### config.mk
export PLATFORM = sky130hd
export DESIGN_NAME = grid_diffusion_stencil
export DESIGN_NICKNAME = d
export VERILOG_FILES = /design/src/gds_pkg.sv /design/src/grid_diffusion_stencil.sv
export SDC_FILE = /design/constraint.sdc
export NUM_CORES = 2
export LEC_CHECK = 0
export BUFFER_PORTS_ARGS = -buffer_cell sky130_fd_sc_hd__buf_2
export CAP_MARGIN = 30
export CELL_PAD_IN_SITES_DETAIL_PLACEMENT = 0
export CELL_PAD_IN_SITES_GLOBAL_PLACEMENT = 1
export CORE_UTILIZATION = 59
export DETAILED_ROUTE_END_ITERATION = 12
export PLACE_DENSITY_LB_ADDON = 0.1
export SYNTH_ARGS = -nofsm -noshare
export SYNTH_HDL_FRONTEND = slang
export SYNTH_SLANG_ARGS = --single-unit
### constraint.sdc
create_clock -name clock -period 20.9 [get_ports clock]
set_clock_uncertainty 0.15 [all_clocks]
set_input_delay 2.09 -clock clock [delete_from_list [all_inputs] [get_ports clock]]
set_output_delay 2.09 -clock clock [all_outputs]
set_load 0.01 [all_outputs]
### src/gds_pkg.sv
// gds_pkg: widths, register map, reset values and codes for the grid diffusion stencil.
// No dependencies; imported by grid_diffusion_stencil and tb.

package gds_pkg;

   // Payload and register widths
   localparam int CELL_W      = 32;
   localparam int COEFF_W     = 15;
   localparam int LEN_W       = 6;
   localparam int CNT_W       = 13;
   localparam int CSR_DATA_W  = 32;
   localparam int CSR_ADDR_W  = 4;
   localparam int REG_IDX_W   = 2;

   // Default sizes
   localparam int DEF_MAX_LINE  = 32;
   localparam int DEF_MAX_LINES = 4096;

   // Smallest grid dimension
   localparam int MIN_DIM = 2;

   // Arithmetic: Q16.16 cells, Q0.16 coefficient
   localparam int DIFF_W   = CELL_W + 3;          // up+dn+lf+rt-4c, signed
   localparam int MULT_W   = DIFF_W + COEFF_W + 1;
   localparam int PROD_W   = 50;                  // |product| < 2^48
   localparam int FRAC_W   = 16;
   localparam int DELTA_W  = PROD_W - FRAC_W;
   localparam int RES_W    = DELTA_W + 2;
   localparam longint ROUND_HALF = 64'd32768;

   localparam logic [COEFF_W-1:0] COEFF_MAX     = 15'd16384;
   localparam logic [COEFF_W-1:0] COEFF_RESET   = '0;
   localparam logic [LEN_W-1:0]   LEN_RESET     = 6'd32;
   localparam logic [CNT_W-1:0]   CNT_RESET     = 13'd2;

   // Register indexes
   localparam logic [REG_IDX_W-1:0] REG_COEFF = 2'd0;
   localparam logic [REG_IDX_W-1:0] REG_LEN   = 2'd1;
   localparam logic [REG_IDX_W-1:0] REG_CNT   = 2'd2;

   // Result queue
   localparam int FIFO_DEPTH = 8;

   typedef enum logic [1:0] {
      ST_RUN   = 2'b01,
      ST_FLUSH = 2'b10
   } state_type;

   typedef struct packed {
      logic [CELL_W-1:0] value;
      logic              last;
   } result_type;

endpackage

### src/grid_diffusion_stencil.sv
// A result passes the stage 1, 2 and 3 registers and the result queue before it is offered.
// Throughput: one cell per cycle while the result queue has credit; the last cell of a grid
// is followed by a drain of the final line from the line memories, while req_tready is low.
// Rate is set by the line memories: two read ports on the current line, one on the previous.
// Reset (synchronous, active high) clears position, pipeline, queue and registers to their
// reset values; the line memories are not cleared.
//
// grid_diffusion_stencil: five-point explicit diffusion over a raster-streamed grid.
// Depends on gds_pkg.

module grid_diffusion_stencil #(
   parameter int MAX_LINE  = gds_pkg::DEF_MAX_LINE,
   parameter int MAX_LINES = gds_pkg::DEF_MAX_LINES
) (
   input  logic                           clock,
   input  logic                           reset,
   input  logic                           req_tvalid,
   output logic                           req_tready,
   input  logic [gds_pkg::CELL_W-1:0]     req_tdata,     // [31:0] cell_value
   output logic                           rsp_tvalid,
   input  logic                           rsp_tready,
   output logic [gds_pkg::CELL_W-1:0]     rsp_tdata,     // [31:0] new_value
   output logic                           rsp_tlast,     // grid_done
   input  logic                           csr_psel,
   input  logic                           csr_penable,
   input  logic                           csr_pwrite,
   input  logic [gds_pkg::CSR_ADDR_W-1:0] csr_paddr,
   input  logic [gds_pkg::CSR_DATA_W-1:0] csr_pwdata,
   output logic [gds_pkg::CSR_DATA_W-1:0] csr_prdata,
   output logic                           csr_pready
);
   import gds_pkg::*;

   localparam int ADDR_W = $clog2(MAX_LINE);
   localparam int ROW_W  = $clog2(MAX_LINES);
   localparam int CW     = (ROW_W + 1 > CNT_W) ? ROW_W + 1 : CNT_W;
   localparam int PTR_W  = $clog2(FIFO_DEPTH);
   localparam int PEND_W = $clog2(FIFO_DEPTH + 1);

   typedef struct packed {
      logic              flush;
      logic              row1;
      logic              first_col;
      logic              last_col;
      logic              done;
      logic [ADDR_W-1:0] addr;
      logic [CELL_W-1:0] x;
   } slot_type;

   // ---------------- configuration ----------------
   logic [COEFF_W-1:0]   coeff_ff, coeff_in;
   logic [LEN_W-1:0]     len_ff, len_in;
   logic [CNT_W-1:0]     cnt_ff, cnt_in;
   logic                 csr_wr;
   logic [REG_IDX_W-1:0] csr_idx;
   logic                 cfg_restart;

   assign csr_pready = 1'b1;
   assign csr_wr     = csr_psel & csr_penable & csr_pwrite;
   assign csr_idx    = csr_paddr[CSR_ADDR_W-1:2];
   assign cfg_restart = csr_wr && (csr_idx == REG_LEN || csr_idx == REG_CNT);

   always_comb begin
      coeff_in = coeff_ff;
      len_in   = len_ff;
      cnt_in   = cnt_ff;
      if (csr_wr) begin
         case (csr_idx)
            REG_COEFF: coeff_in = csr_pwdata[COEFF_W-1:0];
            REG_LEN:   len_in   = csr_pwdata[LEN_W-1:0];
            REG_CNT:   cnt_in   = csr_pwdata[CNT_W-1:0];
            default: ;
         endcase
      end
   end

   always_comb begin
      case (csr_idx)
         REG_COEFF: csr_prdata = CSR_DATA_W'(coeff_ff);
         REG_LEN:   csr_prdata = CSR_DATA_W'(len_ff);
         REG_CNT:   csr_prdata = CSR_DATA_W'(cnt_ff);
         default:   csr_prdata = '0;
      endcase
   end

   always_ff @(posedge clock) begin
      if (reset) begin
         coeff_ff <= COEFF_RESET;
         len_ff   <= LEN_RESET;
         cnt_ff   <= CNT_RESET;
      end else begin
         coeff_ff <= coeff_in;
         len_ff   <= len_in;
         cnt_ff   <= cnt_in;
      end
   end

   // Effective sizes and coefficient
   logic [LEN_W-1:0]   eff_len;
   logic [CW-1:0]      eff_cnt;
   logic [ADDR_W-1:0]  col_last;
   logic [ROW_W-1:0]   row_last;
   logic [COEFF_W-1:0] d_eff;

   always_comb begin
      if (len_ff < LEN_W'(MIN_DIM))
         eff_len = LEN_W'(MIN_DIM);
      else if (len_ff > LEN_W'(MAX_LINE))
         eff_len = LEN_W'(MAX_LINE);
      else
         eff_len = len_ff;
      if (CW'(cnt_ff) < CW'(MIN_DIM))
         eff_cnt = CW'(MIN_DIM);
      else if (CW'(cnt_ff) > CW'(MAX_LINES))
         eff_cnt = CW'(MAX_LINES);
      else
         eff_cnt = CW'(cnt_ff);
      d_eff = (coeff_ff > COEFF_MAX) ? COEFF_MAX : coeff_ff;
   end

   assign col_last = ADDR_W'(eff_len - LEN_W'(1));
   assign row_last = ROW_W'(eff_cnt - CW'(1));

   // ---------------- issue control ----------------
   state_type         state_ff, state_in;
   logic [ADDR_W-1:0] col_ff, col_in;
   logic [ROW_W-1:0]  row_ff, row_in;
   logic [PEND_W-1:0] pending_ff, pending_in;
   logic              credit_ok, in_fire, flush_fire, emit_issue, out_fire;
   logic              at_col_last, at_row_last;
   logic [ADDR_W-1:0] col_nb;

   assign credit_ok   = pending_ff < PEND_W'(FIFO_DEPTH);
   assign req_tready  = (state_ff == ST_RUN) && credit_ok;
   assign in_fire     = req_tvalid && req_tready;
   assign flush_fire  = (state_ff == ST_FLUSH) && credit_ok;
   assign at_col_last = col_ff == col_last;
   assign at_row_last = row_ff == row_last;
   assign emit_issue  = (in_fire && row_ff != '0) || flush_fire;
   assign col_nb      = at_col_last ? col_ff : col_ff + ADDR_W'(1);

   always_comb begin
      state_in = state_ff;
      col_in   = col_ff;
      row_in   = row_ff;
      case (state_ff)
         ST_RUN: begin
            if (in_fire) begin
               if (at_col_last) begin
                  col_in = '0;
                  if (at_row_last) begin
                     row_in   = '0;
                     state_in = ST_FLUSH;
                  end else begin
                     row_in = row_ff + ROW_W'(1);
                  end
               end else begin
                  col_in = col_ff + ADDR_W'(1);
               end
            end
         end
         ST_FLUSH: begin
            // column counter walks the final line once more
            if (flush_fire) begin
               if (at_col_last) begin
                  col_in   = '0;
                  state_in = ST_RUN;
               end else begin
                  col_in = col_ff + ADDR_W'(1);
               end
            end
         end
         default: state_in = ST_RUN;
      endcase
      if (cfg_restart) begin
         col_in = '0;
         row_in = '0;
      end
   end

   assign pending_in = pending_ff + PEND_W'(emit_issue) - PEND_W'(out_fire);

   always_ff @(posedge clock) begin
      if (reset) begin
         state_ff   <= ST_RUN;
         col_ff     <= '0;
         row_ff     <= '0;
         pending_ff <= '0;
      end else begin
         state_ff   <= state_in;
         col_ff     <= col_in;
         row_ff     <= row_in;
         pending_ff <= pending_in;
      end
   end

   // ---------------- line memories ----------------
   logic [CELL_W-1:0] cur_mem  [MAX_LINE];
   logic [CELL_W-1:0] prev_mem [MAX_LINE];
   logic [CELL_W-1:0] cur_rd0_ff, cur_rd1_ff, prev_rd_ff;

   slot_type          s1_ff, s1_in;
   logic              s1_valid_ff;
   logic              prev_wr;

   // read-first: a read of the entry being written returns the older line
   always_ff @(posedge clock) begin
      if (in_fire)
         cur_mem[col_ff] <= req_tdata;
      cur_rd0_ff <= cur_mem[col_ff];
      cur_rd1_ff <= cur_mem[col_nb];
   end

   assign prev_wr = s1_valid_ff && !s1_ff.flush;

   always_ff @(posedge clock) begin
      if (prev_wr)
         prev_mem[s1_ff.addr] <= cur_rd0_ff;
      prev_rd_ff <= prev_mem[col_ff];
   end

   // ---------------- stage 1: neighbour select and sum ----------------
   always_comb begin
      s1_in.flush     = flush_fire;
      s1_in.row1      = row_ff == ROW_W'(1);
      s1_in.first_col = col_ff == '0;
      s1_in.last_col  = at_col_last;
      s1_in.done      = flush_fire && at_col_last;
      s1_in.addr      = col_ff;
      s1_in.x         = req_tdata;
   end

   always_ff @(posedge clock) begin
      if (reset)
         s1_valid_ff <= 1'b0;
      else
         s1_valid_ff <= emit_issue;
      s1_ff <= s1_in;
   end

   logic [CELL_W-1:0]       left_ff;
   logic [CELL_W-1:0]       ctr, lf, rt, up, dn;
   logic [CELL_W+1:0]       sum4;
   logic signed [DIFF_W-1:0] diff;

   always_comb begin
      ctr = cur_rd0_ff;
      if (s1_ff.first_col) begin
         lf = cur_rd1_ff;
         rt = cur_rd1_ff;
      end else if (s1_ff.last_col) begin
         lf = left_ff;
         rt = left_ff;
      end else begin
         lf = left_ff;
         rt = cur_rd1_ff;
      end
      // second line of a grid: the missing upper row mirrors the lower one
      up   = (s1_ff.flush || !s1_ff.row1) ? prev_rd_ff : s1_ff.x;
      dn   = s1_ff.flush ? prev_rd_ff : s1_ff.x;
      sum4 = (CELL_W+2)'(up) + (CELL_W+2)'(dn) + (CELL_W+2)'(lf) + (CELL_W+2)'(rt);
      diff = $signed({1'b0, sum4}) - $signed({1'b0, ctr, 2'b00});
   end

   always_ff @(posedge clock) begin
      if (s1_valid_ff)
         left_ff <= ctr;
   end

   // ---------------- stage 2: multiply ----------------
   logic                     s2_valid_ff;
   logic signed [DIFF_W-1:0] s2_diff_ff;
   logic [CELL_W-1:0]        s2_ctr_ff;
   logic                     s2_done_ff;

   always_ff @(posedge clock) begin
      if (reset)
         s2_valid_ff <= 1'b0;
      else
         s2_valid_ff <= s1_valid_ff;
      s2_diff_ff <= diff;
      s2_ctr_ff  <= ctr;
      s2_done_ff <= s1_ff.done;
   end

   logic signed [MULT_W-1:0] prod_full;
   assign prod_full = s2_diff_ff * $signed({1'b0, d_eff});

   // ---------------- stage 3: round, add, saturate ----------------
   logic                     s3_valid_ff;
   logic signed [PROD_W-1:0] s3_prod_ff;
   logic [CELL_W-1:0]        s3_ctr_ff;
   logic                     s3_done_ff;

   always_ff @(posedge clock) begin
      if (reset)
         s3_valid_ff <= 1'b0;
      else
         s3_valid_ff <= s2_valid_ff;
      s3_prod_ff <= prod_full[PROD_W-1:0];
      s3_ctr_ff  <= s2_ctr_ff;
      s3_done_ff <= s2_done_ff;
   end

   logic signed [PROD_W-1:0]  rounded;
   logic signed [DELTA_W-1:0] delta;
   logic signed [RES_W-1:0]   res;
   result_type                result;

   always_comb begin
      // halves go up: floor((p + half) / 2^16)
      rounded = s3_prod_ff + $signed(PROD_W'(ROUND_HALF));
      delta   = rounded[PROD_W-1:FRAC_W];
      res     = $signed({{(RES_W-CELL_W){1'b0}}, s3_ctr_ff}) + RES_W'(delta);
      if (res[RES_W-1])
         result.value = '0;
      else if (res[RES_W-2:CELL_W] != '0)
         result.value = '1;
      else
         result.value = res[CELL_W-1:0];
      result.last = s3_done_ff;
   end

   // ---------------- result queue ----------------
   result_type        fifo_mem [FIFO_DEPTH];
   logic [PTR_W-1:0]  wr_ptr_ff, rd_ptr_ff;
   logic [PEND_W-1:0] fifo_cnt_ff, fifo_cnt_in;

   assign rsp_tvalid  = fifo_cnt_ff != '0;
   assign rsp_tdata   = fifo_mem[rd_ptr_ff].value;
   assign rsp_tlast   = fifo_mem[rd_ptr_ff].last;
   assign out_fire    = rsp_tvalid && rsp_tready;
   assign fifo_cnt_in = fifo_cnt_ff + PEND_W'(s3_valid_ff) - PEND_W'(out_fire);

   always_ff @(posedge clock) begin
      if (s3_valid_ff)
         fifo_mem[wr_ptr_ff] <= result;
   end

   always_ff @(posedge clock) begin
      if (reset) begin
         wr_ptr_ff   <= '0;
         rd_ptr_ff   <= '0;
         fifo_cnt_ff <= '0;
      end else begin
         if (s3_valid_ff)
            wr_ptr_ff <= wr_ptr_ff + PTR_W'(1);
         if (out_fire)
            rd_ptr_ff <= rd_ptr_ff + PTR_W'(1);
         fifo_cnt_ff <= fifo_cnt_in;
      end
   end

endmodule

Yosys cells after proc, flatten, opt, wreduce, memory -nomap -nowiden
Memory sizes are Yosys's and may differ from the RTL's. A register that Yosys moved wholly into a read port is not among the register bits. Index checks and enable logic that the tools add are counted. W data, S select, Z words.

Memories kept: 3. RAM bits: 2312. Output and inout port bits: 68. Bits of input ports: 75. Flip-flop bits (word level): 295. Word-level logic and storage cells: 126.

Memories: cur_mem (words 32, bits a word 32, read ports 2, clocked after memory_dff 2, write ports 1, line grid_diffusion_stencil.sv:198) `logic [CELL_W-1:0] cur_mem [MAX_LINE];`; prev_mem (words 32, bits a word 32, read ports 1, clocked after memory_dff 1, write ports 1, line grid_diffusion_stencil.sv:199) `logic [CELL_W-1:0] prev_mem [MAX_LINE];`; fifo_mem (words 8, bits a word 33, read ports 1, clocked after memory_dff 1, write ports 1, line grid_diffusion_stencil.sv:325) `result_type fifo_mem [FIFO_DEPTH];`.

Eq/ne operators: 12. Add/subtract/negate cells: 16. Muxes and demuxes: 33. Multiply operators: 1. Bitwise logic cells: 2. Reduce and logical (&&, ||, !) cells: 26. Magnitude comparators: 6.

Operator list (count): $mux W32 (7); $add A50 B17 Y50 const B (1); $mul A35 B16 Y50 (1); $pmux W15 S3 (1); $mux W12 (3); $add A33 B34 Y35 (1); $sub A34 B34 Y35 (1); $add A33 B32 Y34 (1); $add A34 B32 Y34 (1); $add A32 B32 Y33 (1); $mux W5 (6); $gt A15 B15 Y1 const B (1); $mux W15 (1); $gt A13 B13 Y1 const B (1); $lt A13 B2 Y1 const B (1); $add A12 B1 Y12 const B (1); $eq A12 B1 Y1 const B (1); $eq A12 B12 Y1 (1); $reduce_bool A12 Y1 (1); $sub A12 B1 Y12 const B (1); $mux W2 (5); $ne A2 B2 Y1 const B (5); $pmux W5 S2 (1); $add A4 B1 Y4 (2); other kinds (26) (50).

Depth between registers and ports, before layout
Depth in word-level cells: 9. Depth in mapped cells: 28. Depth with buffers taken out: 27.

Worst setup path before layout
Ideal clock, no wire load.

Kind: reg2reg. From: register coeff_ff[9]. To: register s3_prod_ff[44]. Setup time: 118 ps. Period minus slack after synthesis: 6932 ps. Stages on the path, launching flop included: 25. Data arrival time: 6663 ps. Path slack: 13968 ps. Required time: 20632 ps. Buffers on the path: 2. Cells stage by stage: dfxtp_1 -> nor4_1 -> a41oi_1 -> nor2b_1 -> clkbuf_1 -> clkbuf_1 -> nand2_1 -> fa_1 -> fa_1 -> fa_1 -> fa_1 -> inv_1 -> fa_1 -> fa_1 -> ha_1 -> nand4_1 -> nor2_1 -> o311ai_1 -> a31oi_1 -> o2111ai_1 -> a2111oi_1 -> nor3_1 -> a31oi_1 -> a21oi_1 -> xnor2_1.

Cells in the longest elaborated chain, start to end: 3.

RTL lines: from (decl) (line grid_diffusion_stencil.sv:51) `logic [COEFF_W-1:0] coeff_ff, coeff_in;`; from (signal assigned) (line grid_diffusion_stencil.sv:92) `coeff_ff <= coeff_in;`; $gt A15 B15 Y1 (line grid_diffusion_stencil.sv:118) `d_eff = (coeff_ff > COEFF_MAX) ? COEFF_MAX : coeff_ff;`; $mux W15 * (line grid_diffusion_stencil.sv:118); $mul A35 B16 Y50 * (line grid_diffusion_stencil.sv:287) `assign prod_full = s2_diff_ff * $signed({1'b0, d_eff});`; net prod_full[44] (line grid_diffusion_stencil.sv:286) `logic signed [MULT_W-1:0] prod_full;`; to (signal assigned) (line grid_diffusion_stencil.sv:300) `s3_prod_ff <= prod_full[PROD_W-1:0];`; to (decl) (line grid_diffusion_stencil.sv:291) `logic signed [PROD_W-1:0] s3_prod_ff;`.

Mark *: on every way through the listed nets, which the timed path passes. The rest lies on a longest branch. A chain may end at the register's enable or synchronous reset.

Worst setup path after layout
From: register coeff_ff[9]. To: register s3_prod_ff[48].

The elaborated chain is that of the path after synthesis.

==> results.json <==
{
  "yosys.area_share.simple": 0.0564,
  "grt_pass1_vias": 76400,
  "yosysMostFrequentCell": "edfxtp_1",
  "layout-drive-gt1-share": 0.197,
  "synth_edf_count": 2344,
  "yosysSeqAreaShare": 0.597,
  "grt_overflow": 0,
  "cts_hold_buf": 0,
  "synthToLayoutAreaGrowth_pct": 10.9,
  "met2_usage": 0.508,
  "grt_use_total": 0.330,
  "cp-end-kind": "flop",
  "wl_per_cell_um": 32.1,
  "fin_nets": 9030,
  "crit_path_max_fanout": 35,
  "clk_pin_slew_ns": 0.07,
  "numCtsBuffers": 292,
  "cts_tree": "done",
  "synth_fa_ha_area_frac": 0.111,
  "port_buffers": 105,
  "dp_cells": 10700,
  "peakVddDrop_uv": 192,
  "cts.sinks": 2691,
  "final_core_util": 0.660,
  "crit_required_ns": 21.60,
  "synth_xor_area_frac": 0.0117,
  "period_needed_ns": 8.38,
  "synth_common_cells": "edfxtp_1 (2344), mux4_2 (737), nand2_1 (626)",
  "hold_path_class": "reg2reg",
  "grt-busiest-layer": "met2",
  "ctsLongestPathBuffers": 4,
  "routabilityCongestion": 0.892,
  "die-area_um2": 221000,
  "async_flop_share": 0,
  "synth_ff_type": "edfxtp_1",
  "timing.slew.headroom": 0.301,
  "yosys.area.top_type": "edfxtp_1",
  "worstSetupStartpointType": "flop",
  "fin_crit_sh": 0.401,
  "fin_tns_setup_ns": 0,
  "drc": 0,
  "path_class": "reg2reg",
  "vias": 75100,
  "hpwl_um": 212000,
  "synth_top_family_by_area": "multiplexers",
  "power.density_nw_per_um2": 118,
  "worstMarginPinSlew_ns": 1.05,
  "firstDrtPassIters": 6,
  "synth_top_area_share": 0.544,
  "drv_slew": 0,
  "antenna_found_initial": 29,
  "ys_warn_count": 0,
  "finalNonFillerCells": 11200,
  "start_util": 0.595,
  "die_w_um": 471,
  "yosys-top-cells-area": "edfxtp_1 (54%), mux4_2 (13%), fa_1 (9.0%), dfxtp_1 (5.4%), ha_1 (2.0%)",
  "status": "completed",
  "place_ws_ns": 12.50,
  "fin_ws_ns": 12.52,
  "hold_ws_ns": 0.175,
  "avgSynthCellArea_um2": 16.2,
  "cts-root-buf": "clkbuf_16",
  "num_io_pins": 143,
  "grt_max_degree": 120,
  "core-area_um2": 218000,
  "synth.distinct_cells": 81,
  "syn_inst": 8000,
  "insertion_delay_ns": 0.96,
  "synth-seq-cells": 2691,
  "vias_per_cell": 6.68,
  "synth_compound_area_frac": 0.0433,
  "setup-violations-final": 0,
  "max_freq_mhz": 119,
  "post_cts_buffers": 0,
  "grt_pass1_wl_um": 523000,
  "globalRouteMet3Util": 0.0712,
  "ant_nets": 0,
  "cap_violations": 0,
  "htree_levels": 5,
  "drt-initial-drc-count": 9750,
  "synth_mux_area_frac": 0.149,
  "rows": 171,
  "die_h_um": 471,
  "nFillCells": 14900,
  "hold_viol_final": 0,
  "syn_area_um2": 130000,
  "post_cts_resized": 0,
  "arrival_ns": 9.08,
  "use_met1": 0.460,
  "totalWireLength_um": 360000,
  "power.leakage_nw": 49.6,
  "rsz0062_at_grt": "false"
}
## layer usage
layer / up-vias / wire, µm
met5: - / 52
li1: 30700 / -
met3: 829 / 38900
met2: 4353 / 167000
met4: 8 / 17200
met1: 39200 / 137000
## state kept, by name (all words and copies together), names as in the netlist, 5 cells and up, named ones only
| register | flops |
|---|---|
| prev_mem | 1024 |
| s3_ctr_ff | 32 |
| row_ff | 12 |
| s2_ctr_ff | 32 |
| ctr | 32 |
| fifo_mem | 264 |
| cnt_ff | 13 |
| coeff_ff | 15 |
| s2_diff_ff | 35 |
| col_ff | 5 |
| prev_rd_ff | 32 |
| s3_prod_ff | 35 |
| cur_mem | 1024 |
| len_ff | 6 |
| left_ff | 32 |
| cur_rd1_ff | 32 |
| s1_ff | 42 |
## power by group
part | leakage (nW) | switching, mW | internal [mW]
logic | 21.0 | 3.11 | 1.97
clock network | 4.62 | 2.06 | 3.04
registers | 24.0 | 0.342 | 6.39
total | 49.6 | 5.52 | 11.4
## cells in the final DEF, fill, tap and decap left out, drive strengths merged, types with 273 or more instances in the layout
cell type / netlist / layout
edfxtp: 2344 / 2344
mux4: 737 / 737
nand2: 626 / 626
fa: 583 / 583
inv: 568 / 577
clkbuf: 294 / 387
dfxtp: 347 / 347
a22oi: 326 / 326
buf: 164 / 309
and2: 273 / 273
## worst max-delay path, cell delays in order, from the launching register on
cell and delay, ns:
dfxtp_1 0.34, nor4_1 0.38, a41oi_1 0.24, nor2b_2 0.16
buf_4 0.47, nand2_1 0.17, fa_1 0.52, fa_1 0.57
fa_1 0.44, fa_1 0.54, inv_1 0.05, fa_1 0.51
fa_1 0.42, ha_1 0.31, nand4_1 0.19, nor2_1 0.27
o311ai_1 0.25, a31oi_1 0.44, o2111ai_1 0.16, buf_4 0.20
a2111oi_1 0.61, nor2_1 0.22, o31a_1 0.32, o21bai_1 0.16
xor2_1 0.15
## final timing paths
kind	startpoint	end	slack [ns]	depth (start not counted)
hold / removal	s2_ctr_ff[17]	s3_ctr_ff[17]	0.18	0
setup / recovery	coeff_ff[9]	s3_prod_ff[48]	12.52	24
hold reg to reg	s2_ctr_ff[17]	s3_ctr_ff[17]	0.18	0
setup reg to reg	coeff_ff[9]	s3_prod_ff[48]	12.52	24
## per-stage QoR
stage / area, µm² / power, mW
after floorplan: 130000 / 10.1
after global placement: 134000 / 11.7
after detailed placement: 134000 / 11.8
after CTS: 144000 / 16.9
after global routing: 144000 / 17.6
final: 144000 / 16.9
## logic make-up (layout without fill, tap and decap cells)
| kind of cell | count (synthesis) | in the layout |
|---|---|---|
| other | 2 | 37 |
| buffers and inverters | 1026 | 1381 |
| DFF | 2691 | 2691 |
| adders and majority gates | 794 | 794 |
| and+or+nand+nor | 1508 | 1508 |
| AOI/OAI and AO/OA | 804 | 804 |
| xor gates and xnor gates | 173 | 173 |
| muxes | 1002 | 1002 |
## area by class of cell
class,instances,area (µm²),share of cell area
sequential,2691,77400,0.539
multi-input combinational,4299,48900,0.340
clock buffer,387,8140,0.0567
tap,2854,3570,0.0249
timing repair buffer,309,2190,0.0152
inverter,568,2130,0.0148
clock inverter,117,1270,0.00886
antenna,19,47.5,0.000331
Note: power is estimated with default switching activity, not from simulation.
